`src/csc_pkg.sv`:
```
package csc_pkg;

    localparam int TICKS_PER_SECOND = 10;
    localparam int PHASE_W          = $clog2(TICKS_PER_SECOND);
    localparam logic [PHASE_W-1:0] PHASE_LAST = PHASE_W'(TICKS_PER_SECOND - 1);

    localparam int HOURS_W   = 5;
    localparam int MINUTES_W = 7;
    localparam int SECONDS_W = 6;
    localparam int TENTHS_W  = 4;
    localparam int SEG_W     = 7;
    localparam int MODE_W    = 2;
    localparam int CFG_IDX_W = 1;
    localparam int CFG_DATA_W = 5;

    localparam logic [HOURS_W-1:0]   HOURS_PER_DAY   = 5'd24;
    localparam logic [HOURS_W-1:0]   START_HOUR_RST  = 5'd12;
    localparam logic [MINUTES_W-1:0] CLOCK_MIN_LIMIT = 7'd60;
    localparam logic [MINUTES_W-1:0] SW_MIN_LAST     = 7'd99;
    localparam logic [SECONDS_W-1:0] SEC_LIMIT       = 6'd60;
    localparam logic [TENTHS_W-1:0]  TENTHS_LIMIT    = 4'd10;
    localparam logic [SEG_W-1:0]     SEG_DASH        = 7'b0000001;

    localparam logic [MODE_W-1:0] MODE_IDLE      = 2'd0;
    localparam logic [MODE_W-1:0] MODE_CLOCK     = 2'd1;
    localparam logic [MODE_W-1:0] MODE_STOPWATCH = 2'd2;
    localparam logic [MODE_W-1:0] MODE_UNUSED    = 2'd3;

    localparam logic REQ_TICK    = 1'b0;
    localparam logic REQ_RESTART = 1'b1;

    localparam logic [CFG_IDX_W-1:0] CFG_RUN_MODE   = 1'd0;
    localparam logic [CFG_IDX_W-1:0] CFG_START_HOUR = 1'd1;

    typedef struct packed {
        logic req_type;
        logic hold;
    } in_data_t;

    typedef struct packed {
        logic                 display_update;
        logic [HOURS_W-1:0]   shown_hours;
        logic [MINUTES_W-1:0] shown_minutes;
        logic [SECONDS_W-1:0] shown_seconds;
        logic [TENTHS_W-1:0]  shown_tenths;
        logic [SEG_W-1:0]     segment_pattern;
        logic                 blink_led;
    } out_data_t;

    typedef struct packed {
        logic [MODE_W-1:0]  run_mode;
        logic [HOURS_W-1:0] start_hour;
    } cfg_t;

    typedef struct packed {
        logic [PHASE_W-1:0]   phase;
        logic [HOURS_W-1:0]   hours;
        logic [MINUTES_W-1:0] minutes;
        logic [SECONDS_W-1:0] seconds;
        logic [TENTHS_W-1:0]  tenths;
        logic [SEG_W-1:0]     seg;
        logic                 led;
    } count_state_t;

    function automatic logic [SEG_W-1:0] seg_digit(input logic [3:0] d);
        logic [SEG_W-1:0] p;
        unique case (d)
            4'd0:    p = 7'b1111110;
            4'd1:    p = 7'b0110000;
            4'd2:    p = 7'b1101101;
            4'd3:    p = 7'b1111001;
            4'd4:    p = 7'b0110011;
            4'd5:    p = 7'b1011011;
            4'd6:    p = 7'b1011111;
            4'd7:    p = 7'b1110000;
            4'd8:    p = 7'b1111111;
            4'd9:    p = 7'b1111011;
            default: p = SEG_DASH;
        endcase
        return p;
    endfunction

endpackage

```
`src/csc_step.sv`:
```
module csc_step (
    input  csc_pkg::count_state_t cur,
    input  csc_pkg::cfg_t         cfg,
    input  csc_pkg::in_data_t     req,
    output csc_pkg::count_state_t nxt,
    output csc_pkg::out_data_t    res
);
    import csc_pkg::*;

    logic [SECONDS_W:0]   c_sec_inc;
    logic                 c_sec_carry;
    logic [MINUTES_W:0]   c_min_sum;
    logic                 c_min_carry;
    logic [HOURS_W:0]     c_hour_sum;
    logic [TENTHS_W:0]    s_ten_inc;
    logic                 s_ten_carry;
    logic [SECONDS_W:0]   s_sec_sum;
    logic                 s_sec_carry;
    logic [MINUTES_W:0]   s_min_sum;
    logic                 phase_zero;

    always_comb
    begin
        c_sec_inc   = {1'b0, cur.seconds} + 1'b1;
        c_sec_carry = c_sec_inc >= {1'b0, SEC_LIMIT};
        c_min_sum   = {1'b0, cur.minutes} + {{MINUTES_W{1'b0}}, c_sec_carry};
        c_min_carry = c_min_sum >= {1'b0, CLOCK_MIN_LIMIT};
        c_hour_sum  = {1'b0, cur.hours} + {{HOURS_W{1'b0}}, c_min_carry};

        s_ten_inc   = {1'b0, cur.tenths} + 1'b1;
        s_ten_carry = s_ten_inc >= {1'b0, TENTHS_LIMIT};
        s_sec_sum   = {1'b0, cur.seconds} + {{SECONDS_W{1'b0}}, s_ten_carry};
        s_sec_carry = s_sec_sum >= {1'b0, SEC_LIMIT};
        s_min_sum   = {1'b0, cur.minutes} + {{MINUTES_W{1'b0}}, s_sec_carry};

        phase_zero  = cur.phase == '0;
    end

    always_comb
    begin
        nxt = cur;
        res = '0;
        if (req.req_type == REQ_RESTART)
        begin
            unique case (cfg.run_mode)
                MODE_CLOCK:
                begin
                    nxt.hours   = (cfg.start_hour < HOURS_PER_DAY) ? cfg.start_hour : '0;
                    nxt.minutes = '0;
                    nxt.seconds = '0;
                    nxt.phase   = '0;
                end
                MODE_STOPWATCH:
                begin
                    nxt.minutes = '0;
                    nxt.seconds = '0;
                    nxt.tenths  = '0;
                end
                default:
                begin
                end
            endcase
        end
        else
        begin
            unique case (cfg.run_mode)
                MODE_CLOCK:
                begin
                    if (!req.hold && phase_zero)
                    begin
                        res.display_update = 1'b1;
                        res.shown_hours    = cur.hours;
                        res.shown_minutes  = cur.minutes;
                        res.shown_seconds  = cur.seconds;
                        nxt.seg = (cur.seconds < SECONDS_W'(10)) ? seg_digit(cur.seconds[3:0])
                                                                 : SEG_DASH;
                        nxt.seconds = c_sec_carry ? '0 : c_sec_inc[SECONDS_W-1:0];
                        nxt.minutes = c_min_carry ? '0 : c_min_sum[MINUTES_W-1:0];
                        nxt.hours   = (c_hour_sum >= {1'b0, HOURS_PER_DAY}) ? '0
                                                                 : c_hour_sum[HOURS_W-1:0];
                    end
                end
                MODE_STOPWATCH:
                begin
                    if (!req.hold)
                    begin
                        if (phase_zero)
                        begin
                            nxt.led = ~cur.led;
                        end
                        res.display_update = 1'b1;
                        res.shown_minutes  = cur.minutes;
                        res.shown_seconds  = cur.seconds;
                        res.shown_tenths   = cur.tenths;
                        nxt.tenths  = s_ten_carry ? '0 : s_ten_inc[TENTHS_W-1:0];
                        nxt.seconds = s_sec_carry ? '0 : s_sec_sum[SECONDS_W-1:0];
                        nxt.minutes = (s_min_sum > {1'b0, SW_MIN_LAST}) ? '0
                                                               : s_min_sum[MINUTES_W-1:0];
                    end
                end
                default:
                begin
                end
            endcase
            nxt.phase = (cur.phase == PHASE_LAST) ? '0 : cur.phase + 1'b1;
        end
        res.segment_pattern = nxt.seg;
        res.blink_led       = nxt.led;
    end

endmodule

```
`src/clock_and_stopwatch_counter.sv`:
```
// Time-of-day clock and stopwatch counter.
// Input channel (in_valid / in_stall / in_data): one transaction per tenth-second
// tick or per restart request. Output channel (out_valid / out_stall / out_data):
// exactly one result transaction per input transaction, in order.
// Configuration channel (cfg_valid / cfg_ready / cfg_index / cfg_data): cfg_ready
// is always high; write only while no transaction is in flight.
// The result is registered and appears in out_data the cycle after the input is taken.
// Throughput: one transaction per cycle when not stalled; all counter updates
// happen in one combinational pass between the state and result registers.
// When the receiver stalls, the result register holds and in_stall follows
// out_stall while a result is pending, so nothing is lost.
// Reset: all counters, the phase, segment latch and LED clear to zero,
// run_mode goes idle and the restart hour goes to 12. No result is pending.
module clock_and_stopwatch_counter (
    input  logic                                clk,
    input  logic                                rst_n,
    input  logic                                in_valid,
    output logic                                in_stall,
    input  csc_pkg::in_data_t                   in_data,
    output logic                                out_valid,
    input  logic                                out_stall,
    output csc_pkg::out_data_t                  out_data,
    input  logic                                cfg_valid,
    output logic                                cfg_ready,
    input  logic [csc_pkg::CFG_IDX_W-1:0]       cfg_index,
    input  logic [csc_pkg::CFG_DATA_W-1:0]      cfg_data
);
    import csc_pkg::*;

    count_state_t state_reg;
    count_state_t state_next;
    cfg_t         cfg_reg;
    out_data_t    result_reg;
    out_data_t    result_next;
    logic         out_valid_reg;
    logic         accept;

    assign in_stall  = out_valid_reg && out_stall;
    assign accept    = in_valid && !in_stall;
    assign cfg_ready = 1'b1;
    assign out_valid = out_valid_reg;
    assign out_data  = result_reg;

    csc_step u_step (
        .cur (state_reg),
        .cfg (cfg_reg),
        .req (in_data),
        .nxt (state_next),
        .res (result_next)
    );

    always_ff @(posedge clk or negedge rst_n)
    begin
        if (!rst_n)
        begin
            state_reg     <= '0;
            out_valid_reg <= 1'b0;
        end
        else
        begin
            if (accept)
            begin
                state_reg     <= state_next;
                out_valid_reg <= 1'b1;
            end
            else if (!out_stall)
            begin
                out_valid_reg <= 1'b0;
            end
        end
    end

    always_ff @(posedge clk)
    begin
        if (accept)
        begin
            result_reg <= result_next;
        end
    end

    always_ff @(posedge clk or negedge rst_n)
    begin
        if (!rst_n)
        begin
            cfg_reg.run_mode   <= MODE_IDLE;
            cfg_reg.start_hour <= START_HOUR_RST;
        end
        else if (cfg_valid && cfg_ready)
        begin
            unique case (cfg_index)
                CFG_RUN_MODE:   cfg_reg.run_mode   <= cfg_data[MODE_W-1:0];
                CFG_START_HOUR: cfg_reg.start_hour <= cfg_data[HOURS_W-1:0];
                default:
                begin
                end
            endcase
        end
    end

endmodule

```
`config.mk`:
```
export PLATFORM = sky130hd
export DESIGN_NAME = clock_and_stopwatch_counter
export DESIGN_NICKNAME = d
export VERILOG_FILES = /design/src/csc_pkg.sv /design/src/csc_step.sv /design/src/clock_and_stopwatch_counter.sv
export SDC_FILE = /design/constraint.sdc
export NUM_CORES = 1
export LEC_CHECK = 0
export ABC_CLOCK_PERIOD_IN_PS = 10600
export BUFFER_PORTS_ARGS = -buffer_cell sky130_fd_sc_hd__clkbuf_2
export CORE_MARGIN = 2
export CORE_UTILIZATION = 45
export DETAILED_ROUTE_END_ITERATION = 8
export GPL_ROUTABILITY_DRIVEN = 0
export MAX_ROUTING_LAYER = met4
export PLACE_DENSITY = 0.76
export SLEW_MARGIN = 20
export SYNTH_ARGS = -nofsm -noshare
export SYNTH_HDL_FRONTEND = slang
export SYNTH_SLANG_ARGS = --single-unit
```
`constraint.sdc`:
```
create_clock -name clk -period 10.6 [get_ports clk]
set_input_delay 1.59 -clock clk [delete_from_list [all_inputs] [get_ports clk]]
set_output_delay 1.59 -clock clk [all_outputs]
set_load 0.02 [all_outputs]
```
After elaboration in Yosys (flattened, before gate mapping)
Memories as Yosys holds them, arrays and structs flattened.
Index checks and enable logic that the tools add are counted.
Cells by class
  bitwise operators: 5
  reduce and logical (&&, ||, !) cells: 17
  muxes and demuxes: 31
  $add $sub $neg: 7
  equal/unequal tests: 9
  order comparisons: 8
Operator list (number)
  13-bit one-hot mux with 2 select lines: 2
  7-bit two-way mux: 5
  17-bit two-way mux: 2
  26-bit two-way mux: 1
  19-bit two-way mux: 1
  18-bit two-way mux: 1
  7-bit by 1-bit adder with 8-bit output: 2
  4-bit two-way mux: 4
  5-bit two-way mux: 3
  7-bit by 6-bit greater-or-equal comparator with 1-bit output, second input constant: 2
  13-bit two-way mux: 1
  6-bit two-way mux: 2
  9-bit two-way mux: 1
  8-bit by 6-bit greater-or-equal comparator with 1-bit output, second input constant: 1
  8-bit by 7-bit > comparator with 1-bit output, second input constant: 1
  8-bit two-way mux: 1
  6-bit by 1-bit adder with 7-bit output: 1
  6-bit by 1-bit adder with 7-bit output, second input constant: 1
  5-bit by 1-bit adder with 6-bit output: 1
  6-bit by 5-bit greater-or-equal comparator with 1-bit output, second input constant: 1
  6-bit by 4-bit < comparator with 1-bit output, second input constant: 1
  1-bit two-way mux: 6
  2-bit by 1-bit != test with 1-bit output, second input constant: 3
  2-bit AND reduction: 3
  other kinds (21): 30
Storage, ports and cells
  bits in read-only memories: 112
  input port bits: 13
  flip-flop bits (word level): 73
  word-level logic and storage cells: 95
  memories: 1
Memory list
  (name not given): depth 16, width 7, rd ports 1, clocked after memory_dff 0, wr ports 0, line csc_pkg.sv:67  | unique case (d)

Depth between registers and ports, before layout
Gate-level depths: netlist (run 1).
  word-level depth: 10
  mapped depth: 19

Hierarchy
A second synthesis (run 1) with hierarchy kept.
Unflattened totals
  cells, all modules: 488
  area total of the unflattened synthesis: 4824.6 sq um
Modules (own cells, without submodules)
  clock_and_stopwatch_counter: cells an instance 124, times used 1, area an instance 2532.4 sq um
  csc_step: cells an instance 364, times used 1, area an instance 2292.2 sq um

Worst setup path before layout (run 1)
OpenSTA, ideal clock, no wires.
  kind: register -> register
  start point: register state_reg[8] (netlist bit)
  end point: register state_reg[18] (netlist bit)
  required time: 10473 ps
  data arrival time: 3456 ps
  library setup time: 127 ps
  slack: 7017 ps
  stages on the path, launching flop included: 19
  path through: dfrtp_1 > nand3_1 > xor2_1 > o21ai_0 > nand2_1 > o21ai_0 > ha_1 > ha_1 > inv_1 > nand4_1 > a21oi_1 > ha_1 > ha_1 > clkbuf_1 > and3_1 > nand3_1 > o31a_2 > a222oi_1 > inv_1
On the way
  cells in the longest elaborated chain, start to end: 10
Ends and longest elaborated chain
  start: declaration: line clock_and_stopwatch_counter.sv:30  | count_state_t state_reg;
  start signal: assignment: line clock_and_stopwatch_counter.sv:63  | state_reg <= state_next;
  4-bit by 1-bit adder with 5-bit output (*): line csc_step.sv:30  | s_ten_inc = {1'b0, cur.tenths} + 1'b1;
  5-bit by 4-bit greater-or-equal comparator with 1-bit output (*): line csc_step.sv:31  | s_ten_carry = s_ten_inc >= {1'b0, TENTHS_LIMIT};
  6-bit by 1-bit adder with 7-bit output (*): line csc_step.sv:32  | s_sec_sum = {1'b0, cur.seconds} + {{SECONDS_W{1'b0}}, s_ten_carry};
  7-bit by 6-bit greater-or-equal comparator with 1-bit output (*): line csc_step.sv:33  | s_sec_carry = s_sec_sum >= {1'b0, SEC_LIMIT};
  7-bit by 1-bit adder with 8-bit output (*): line csc_step.sv:34  | s_min_sum = {1'b0, cur.minutes} + {{MINUTES_W{1'b0}}, s_sec_carry};
  8-bit by 7-bit > comparator with 1-bit output: line csc_step.sv:97  | nxt.minutes = (s_min_sum > {1'b0, SW_MIN_LAST}) ? '0
  7-bit two-way mux (*): line csc_step.sv:97
  17-bit two-way mux (*): line csc_step.sv:85  | if (!req.hold)
  13-bit one-hot mux with 2 select lines (*): line csc_step.sv:66  | unique case (cfg.run_mode)
  26-bit two-way mux (*): line csc_step.sv:43  | if (req.req_type == REQ_RESTART)
Every way passes the cells marked *; elsewhere a longest branch is shown, timed or not. The select of a mux whose other input is x is not followed.
A chain may end at the register's enable or synchronous reset.

Worst setup path after layout (run 1)
  start point: register state_reg[14] (netlist bit)
  end point: register state_reg[27] (netlist bit)
On the way
  cells in the longest elaborated chain, start to end: 10
Ends and longest elaborated chain
  6-bit by 1-bit adder with 7-bit output (*): line csc_step.sv:24  | c_sec_inc = {1'b0, cur.seconds} + 1'b1;
  7-bit by 6-bit greater-or-equal comparator with 1-bit output (*): line csc_step.sv:25  | c_sec_carry = c_sec_inc >= {1'b0, SEC_LIMIT};
  7-bit by 1-bit adder with 8-bit output (*): line csc_step.sv:26  | c_min_sum = {1'b0, cur.minutes} + {{MINUTES_W{1'b0}}, c_sec_carry};
  8-bit by 6-bit greater-or-equal comparator with 1-bit output (*): line csc_step.sv:27  | c_min_carry = c_min_sum >= {1'b0, CLOCK_MIN_LIMIT};
  5-bit by 1-bit adder with 6-bit output (*): line csc_step.sv:28  | c_hour_sum = {1'b0, cur.hours} + {{HOURS_W{1'b0}}, c_min_carry};
  6-bit by 5-bit greater-or-equal comparator with 1-bit output: line csc_step.sv:79  | nxt.hours = (c_hour_sum >= {1'b0, HOURS_PER_DAY}) ? '0
  5-bit two-way mux (*): line csc_step.sv:79
  18-bit two-way mux (*): line csc_step.sv:69  | if (!req.hold && phase_zero)
  5-bit two-way mux (*): line csc_step.sv:66
  26-bit two-way mux (*): line csc_step.sv:43
Marks and branches as above.

==> impl_metrics.json, run 1 <==
{
  "outcome": "finished clean",
  "antenna_cells_inserted": 0,
  "sequential_to_total_area_share_from_yosys_stat": 0.4661,
  "number_of_nets_still_failing_antenna_checks_after_routing": 0,
  "synth_cell_type_count": 72,
  "synth-edff-count": 31,
  "setup-violations-final": 0,
  "holdCritStartpoint": "state_reg[0]",
  "via_count_of_the_first_global_routing_pass": 3157,
  "number_of_failing_hold_endpoints_at_the_final_stage": 0,
  "grt.total_usage": 0.1865,
  "die_y_um": 101.3,
  "synth_ff_type": "dfrtp_1",
  "clock_skew_ns": 0.01479,
  "synth-compound-area-share": 0.1840,
  "postCtsSetupBuffers": 0,
  "max-clock-path-buffers": 2,
  "detailedRoute.firstIterationViolations": 228,
  "grt_pass1_wl_um": 14720,
  "layout.cells.non_filler": 586,
  "synth-warning-count": 0,
  "cap_viol_max_count": 0,
  "cp-start-kind": "flip-flop",
  "layout_min_cycle_time_ns": 4.558,
  "setup.worst_path.class": "flip-flop to flip-flop",
  "grt_start_max_net_pins": 43,
  "finish.instance_area_mm2": 0.004698,
  "r2r-start": "state_reg[14]",
  "fin_tns_setup_ns": 0,
  "final_layout_size_suffix_gt1_frac": 0.2021,
  "synth_xor_xnor_area_share": 0.01851,
  "place.detailed.instances": 570,
  "most_used_cells_in_the_layout_excluding_fill_and_tap_cells": "nand2_1 (47), clkbuf_2 (44), dfrtp_1 (40), o21ai_0 (32), edfxtp_1 (31)",
  "setup.worst_path.start": "state_reg[14]",
  "final_common_cell": "nand2_1",
  "crit-reg2reg-capture": "state_reg[27]",
  "cts.reportedPaths.clkPinSlew_ns": 0.08,
  "fmax_mhz": 219.4,
  "combined_area_of_all_synthesized_cells_mm2": 0.004258,
  "core_area_mm2": 0.009196,
  "combinational_family_with_the_most_area_after_synthesis": "simple AND/OR/NAND/NOR gates",
  "largest_register_ff_count": 34,
  "unrepaired_setup_endpoints_after_global_routing": "false",
  "die_area_mm2": 0.01026,
  "report.final.slew_viol_count": 0,
  "dr.pass1.iters": 5,
  "ioPinCount": 47,
  "drt-total-wl_um": 8792,
  "worst_setup_path_endpoint": "state_reg[27]",
  "area.growth.synth_to_final_pct": 10.34,
  "cts_repair_resize_count": 0,
  "finalNetCount": 502,
  "antenna_found_initial": 0,
  "post-route-period-util": 0.4300,
  "ys_async_sr_fraction": 0.5753,
  "synth.mux.area_fraction": 0.03703,
  "clk_latency_ns": 0.35,
  "syn_avg_cell_area_um2": 9.879,
  "num_vias": 3436,
  "setup.worst_path.end_class": "flip-flop",
  "hold_removal_path_class": "flip-flop to flip-flop",
  "basic_gate_share_of_the_synthesized_area_counting_and_or_nand_and_nor_cells": 0.1951,
  "drcViolationCount": 0,
  "holdBufCountCts": 0,
  "chipWidth_um": 101.3,
  "worst-r2r-setup-slack_ns": 6.04,
  "mappedNetlistNets": 463,
  "cts_inserted_buffers": 9,
  "routed_wire_length_per_instance_um": 15.00,
  "port_buffers": 45,
  "max_slew.worst_pin.slew_ns": 0.8301,
  "post_drt_via_cell_ratio": 5.863,
  "post_detailed_placement_cell_area_mm2": 0.004533,
  "ys_ff_latch": 73,
  "rr_worst_depth": 17,
  "critical_path_arrival_ns": 4.83,
  "cts_tree": "built",
  "worst_vdd_drop_mv": 0.05926,
  "power_per_cell_area_mw_per_mm2": 148.5,
  "worst_ep_required_time_ns": 10.87,
  "max_slew_margin": 0.4466,
  "initial_core_utilization": 0.4630,
  "cts_sinks": 73,
  "synthAdderAreaFrac": 0.05583,
  "critical_path.max_fanout": 23,
  "detailedPlacementHpwl_um": 6160,
  "post_synth_inst_count": 431,
  "row_count": 35,
  "globalRouteOverflowTotal": 0,
  "static-leakage-power_nw": 1.985,
  "cts_root_buffer": "clkbuf_8",
  "htreeDepth": 3
}
cells in the mapped netlist, types with 6 or more instances:
master    instances  area [um2]
nand2_1          47       176.4
dfrtp_1          40        1001
o21ai_0          32       160.2
edfxtp_1         31       930.9
nor2_1           25       93.84
a21oi_1          23       115.1
and2_1           23       143.9
ha_1             19       237.7
inv_1            19       71.32
nand3_1          15       75.07
mux2_2           14       157.7
buf_2             8       40.04
and3_1            7       43.79
nand2b_1          7       43.79
a31oi_1           6       37.54
xnor2_1           6       52.55
cell families (layout without fill, tap and decap cells):
kind of cell	count (synthesis)	after routing
adder cells (fa/ha/maj)	19	19
XOR/XNOR	9	9
AND/OR/NAND/NOR	158	158
multiplexers	14	14
other	1	1
AO/OA/AOI/OAI	117	117
flip-flops	73	73
buffers and inverters	40	84
per-layer routing:
metal  vias to the layer above  wire (um)  GRT usage
li1                       1647          -          -
met1                      1618       3940     0.2393
met2                       159       4184     0.2919
met3                        12        553    0.04555
met4                         0        113    0.05925
met5                         -          0          -
how the worst min path moves through the flow:
stage | endpoint | cells after the start
global route | state_reg[0] | 1
floorplan | state_reg[0] | 1
global placement | state_reg[0] | 1
detailed placement | state_reg[0] | 1
CTS | state_reg[0] | 1
finish | state_reg[0] | 1
where the power goes:
part,switching (W),leakage (nW),internal [W]
combinational,0.0000810,1.04,0.0000581
clock,0.000101,0.0901,0.0000838
sequential,0.0000347,0.857,0.000340
stage by stage:
stage,hold WS (ns),util,worst slack (ns),total power (W)
floorplan,0.4650,-,7.017,0.0004753
finish,0.4879,0.5109,6.042,0.0006977
detailed placement,0.4806,0.4929,6.252,0.0005175
CTS,0.4946,0.5106,6.213,0.0007010
global route,0.5328,0.5109,5.597,0.0007439
global placement,0.4791,0.4929,6.455,0.0005102
layout make-up:
class                      instances  area (um2)
timing repair buffer              46       235.2
multi-input combinational        318        2092
tap                              111       138.9
sequential                        73        1984
clock buffer                      10       127.6
fill                             838        4498
clock inverter                     6       35.03
inverter                          22       85.08
worst max-delay path: stages (launching register included):
cell and delay, ns:
dfrtp_1 0.76, nand3_1 0.31, nand2b_1 0.26, o22ai_1 0.15, and2_1 0.17, ha_1 0.25
and4bb_2 0.26, o21ai_0 0.22, nand2_1 0.10, nand3_1 0.11, a21oi_1 0.09, ha_1 0.24
ha_1 0.27, nand3_1 0.14, o21ai_0 0.09, a211oi_1 0.64, a32oi_1 0.22, o22ai_1 0.20
No activity file was read; power rests on OpenSTA's default activity.
==> run 2: changes to the inputs <==
ABC_CLOCK_PERIOD_IN_PS = 4000   (was 10600)
PLACE_DENSITY = 0.78   (was 0.76)
clock period = 4 ns   (was 10.6 ns; I/O delays follow)
==> impl_metrics.json, run 2 (synthesized netlist as in run 1, its figures left out) <==
{
  "ioPinCount": 47,
  "clock_power_share": 0.353,
  "worst_vdd_drop_mv": 0.1714,
  "port_buffers": 45,
  "antenna_cells_inserted": 0,
  "critical_path.max_fanout": 9,
  "dr.pass1.iters": 5,
  "pwr-share-seq": 0.469,
  "post-route-period-util": 0.9542,
  "setup.worst_path.class": "flip-flop to flip-flop",
  "drcViolationCount": 0,
  "internal_power_w": 0.001515,
  "most_used_cells_in_the_layout_excluding_fill_and_tap_cells": "nand2_1 (47), clkbuf_2 (45), dfrtp_1 (39), edfxtp_1 (31), o21ai_0 (30)",
  "area.growth.synth_to_final_pct": 16.13,
  "grt.total_usage": 0.1999,
  "crit_buf_inv": 0,
  "timing.critical_path.max_delay_family": "compound AO/OA/AOI/OAI gates",
  "critical_path_arrival_ns": 4.05,
  "finalNetCount": 516,
  "die_y_um": 101.3,
  "final_layout_size_suffix_gt1_frac": 0.2454,
  "number_of_failing_hold_endpoints_at_the_final_stage": 0,
  "detailedRoute.firstIterationViolations": 204,
  "globalRouteOverflowTotal": 0,
  "die_area_mm2": 0.01026,
  "num_vias": 3508,
  "initial_core_utilization": 0.4630,
  "setup.worst_path.end_class": "flip-flop",
  "setup-violations-final": 0,
  "layout.cells.non_filler": 600,
  "outcome": "finished clean",
  "cp-start-kind": "flip-flop",
  "max-clock-path-buffers": 2,
  "grt_start_max_net_pins": 43,
  "worst_ep_required_time_ns": 4.23,
  "comb_power_share": 0.178,
  "layout_min_cycle_time_ns": 3.817,
  "cts_sinks": 73,
  "grt_pass1_wl_um": 15700,
  "cpMaxStageDelayCell": "dfrtp_1",
  "path_cells": "nand3_1 > xor2_2 > o21ai_0 > nand2_1 > o21ai_1 > ha_2 > and3_1 > nand4_1 > a21oi_2 > ha_2 > ha_4 > and3_1 > nand3_1 > o31a_2 > a221oi_1 > a31oi_1",
  "chipWidth_um": 101.3,
  "holdBufCountCts": 0,
  "number_of_nets_still_failing_antenna_checks_after_routing": 0,
  "cts_tree": "built",
  "drt-total-wl_um": 9409,
  "power_per_cell_area_mw_per_mm2": 429.7,
  "cts_root_buffer": "clkbuf_8",
  "post_drt_via_cell_ratio": 5.847,
  "clock_skew_ns": 0.01594,
  "routed_wire_length_per_instance_um": 15.68,
  "cts_inserted_buffers": 9,
  "antenna_found_initial": 0,
  "core_area_mm2": 0.009196,
  "place.detailed.instances": 580,
  "hold_removal_path_class": "input port to asynchronous set/reset pin",
  "cp_slowest_stage_delay_ns": 0.42,
  "cts.reportedPaths.clkPinSlew_ns": 0.09,
  "report.final.slew_viol_count": 0,
  "via_count_of_the_first_global_routing_pass": 3306,
  "largest_register_ff_count": 34,
  "detailedPlacementHpwl_um": 6647,
  "max_slew_margin": 0.4455,
  "htreeDepth": 3,
  "fmax_mhz": 262.0,
  "switching_power_w": 0.0006101,
  "power_switching_share": 0.2871,
  "max_slew.worst_pin.slew_ns": 0.8318,
  "final_common_cell": "nand2_1",
  "cap_viol_max_count": 0,
  "row_count": 35,
  "power_w": 0.002125,
  "static-leakage-power_nw": 2.081,
  "clk_latency_ns": 0.37
}
[run 2: cell types whose count changed in the layout (fill, tap and decap cells not counted), sizes merged]
cell	before	now
buf	2	15
clkinv	6	2
bufinv	0	3
clkbuf	54	56
[run 2: cell type report]
cell class	instances	area, um2
well taps	111	138.9
flip-flops and latches	73	1986
fillers	820	4252
clock inverters	5	107.6
clock buffers	11	152.6
inverters	22	85.08
repair buffers	60	337.8
multi-input cells	318	2137
[run 2: final timing paths]
check                      cells past startpoint             to          start  slack (ns)
setup / recovery                              16  state_reg[22]  state_reg[10]        0.18
hold / removal                                 2   state_reg[7]          rst_n        0.31
setup reg to reg                              16  state_reg[22]  state_reg[10]        0.18
hold reg to reg                                1   state_reg[0]   state_reg[0]        0.49
max in group asynchronous                      2   state_reg[8]          rst_n        3.27
min in group clk                               2      out_valid       in_valid        0.43
[run 2: metal layers]
layer,GRT usage,vias up,part of all wire
li1,-,1676,-
met1,0.2459,1666,0.42
met2,0.3316,147,0.50
met3,0.04279,19,0.065
met4,0.05925,0,0.014
met5,-,-,0
[run 2: stage by stage]
step / TNS, ns / hold slack, ns / setup slack [ns] / cell area (um2) / utilization
6_report: 0 / 0.3061 / 0.1832 / 4945 / 0.5377
5_1_grt: -0.001622 / 0.3592 / -0.001622 / 4945 / 0.5377
3_5_place_dp: -0.5362 / 0.4809 / -0.1847 / 4608 / 0.5011
4_1_cts: 0 / 0.3326 / 0.02931 / 4885 / 0.5312
2_1_floorplan: 0 / 0.3044 / 0.4173 / 4258 / -
3_3_place_gp: -0.3712 / 0.4791 / -0.1449 / 4608 / 0.5011
[run 2: worst register-to-register path, stage by stage, from the launching register on]
cell and delay (ns):
dfrtp_1 0.42, nand3_1 0.14, xor2_2 0.19, o21ai_0 0.16
nand2_1 0.08, o21ai_1 0.11, ha_2 0.25, and3_1 0.25
nand4_1 0.18, a21oi_2 0.23, ha_2 0.25, ha_4 0.19
and3_1 0.25, nand3_1 0.14, o31a_2 0.37, a221oi_1 0.38
a31oi_1 0.09
[run 2: power groups by stage]
stage | logic [W] | clock network, W | registers [W]
after floorplan | 0.000241 | 0 | 0.00102
after global placement | 0.000354 | 0 | 0.000999
after detailed placement | 0.000375 | 0 | 0.00101
after CTS | 0.000377 | 0.000759 | 0.000994
after global routing | 0.000429 | 0.000785 | 0.00101
final | 0.000379 | 0.000750 | 0.000997
[run 2: what timing repair did]
item | CTS | global route
pin swaps | 0 | 3
setup buffers | 0 | 4
gates resized for setup | 5 | 8
gates cloned | 0 | 0
endpoints found under the setup margin | 4 | 8
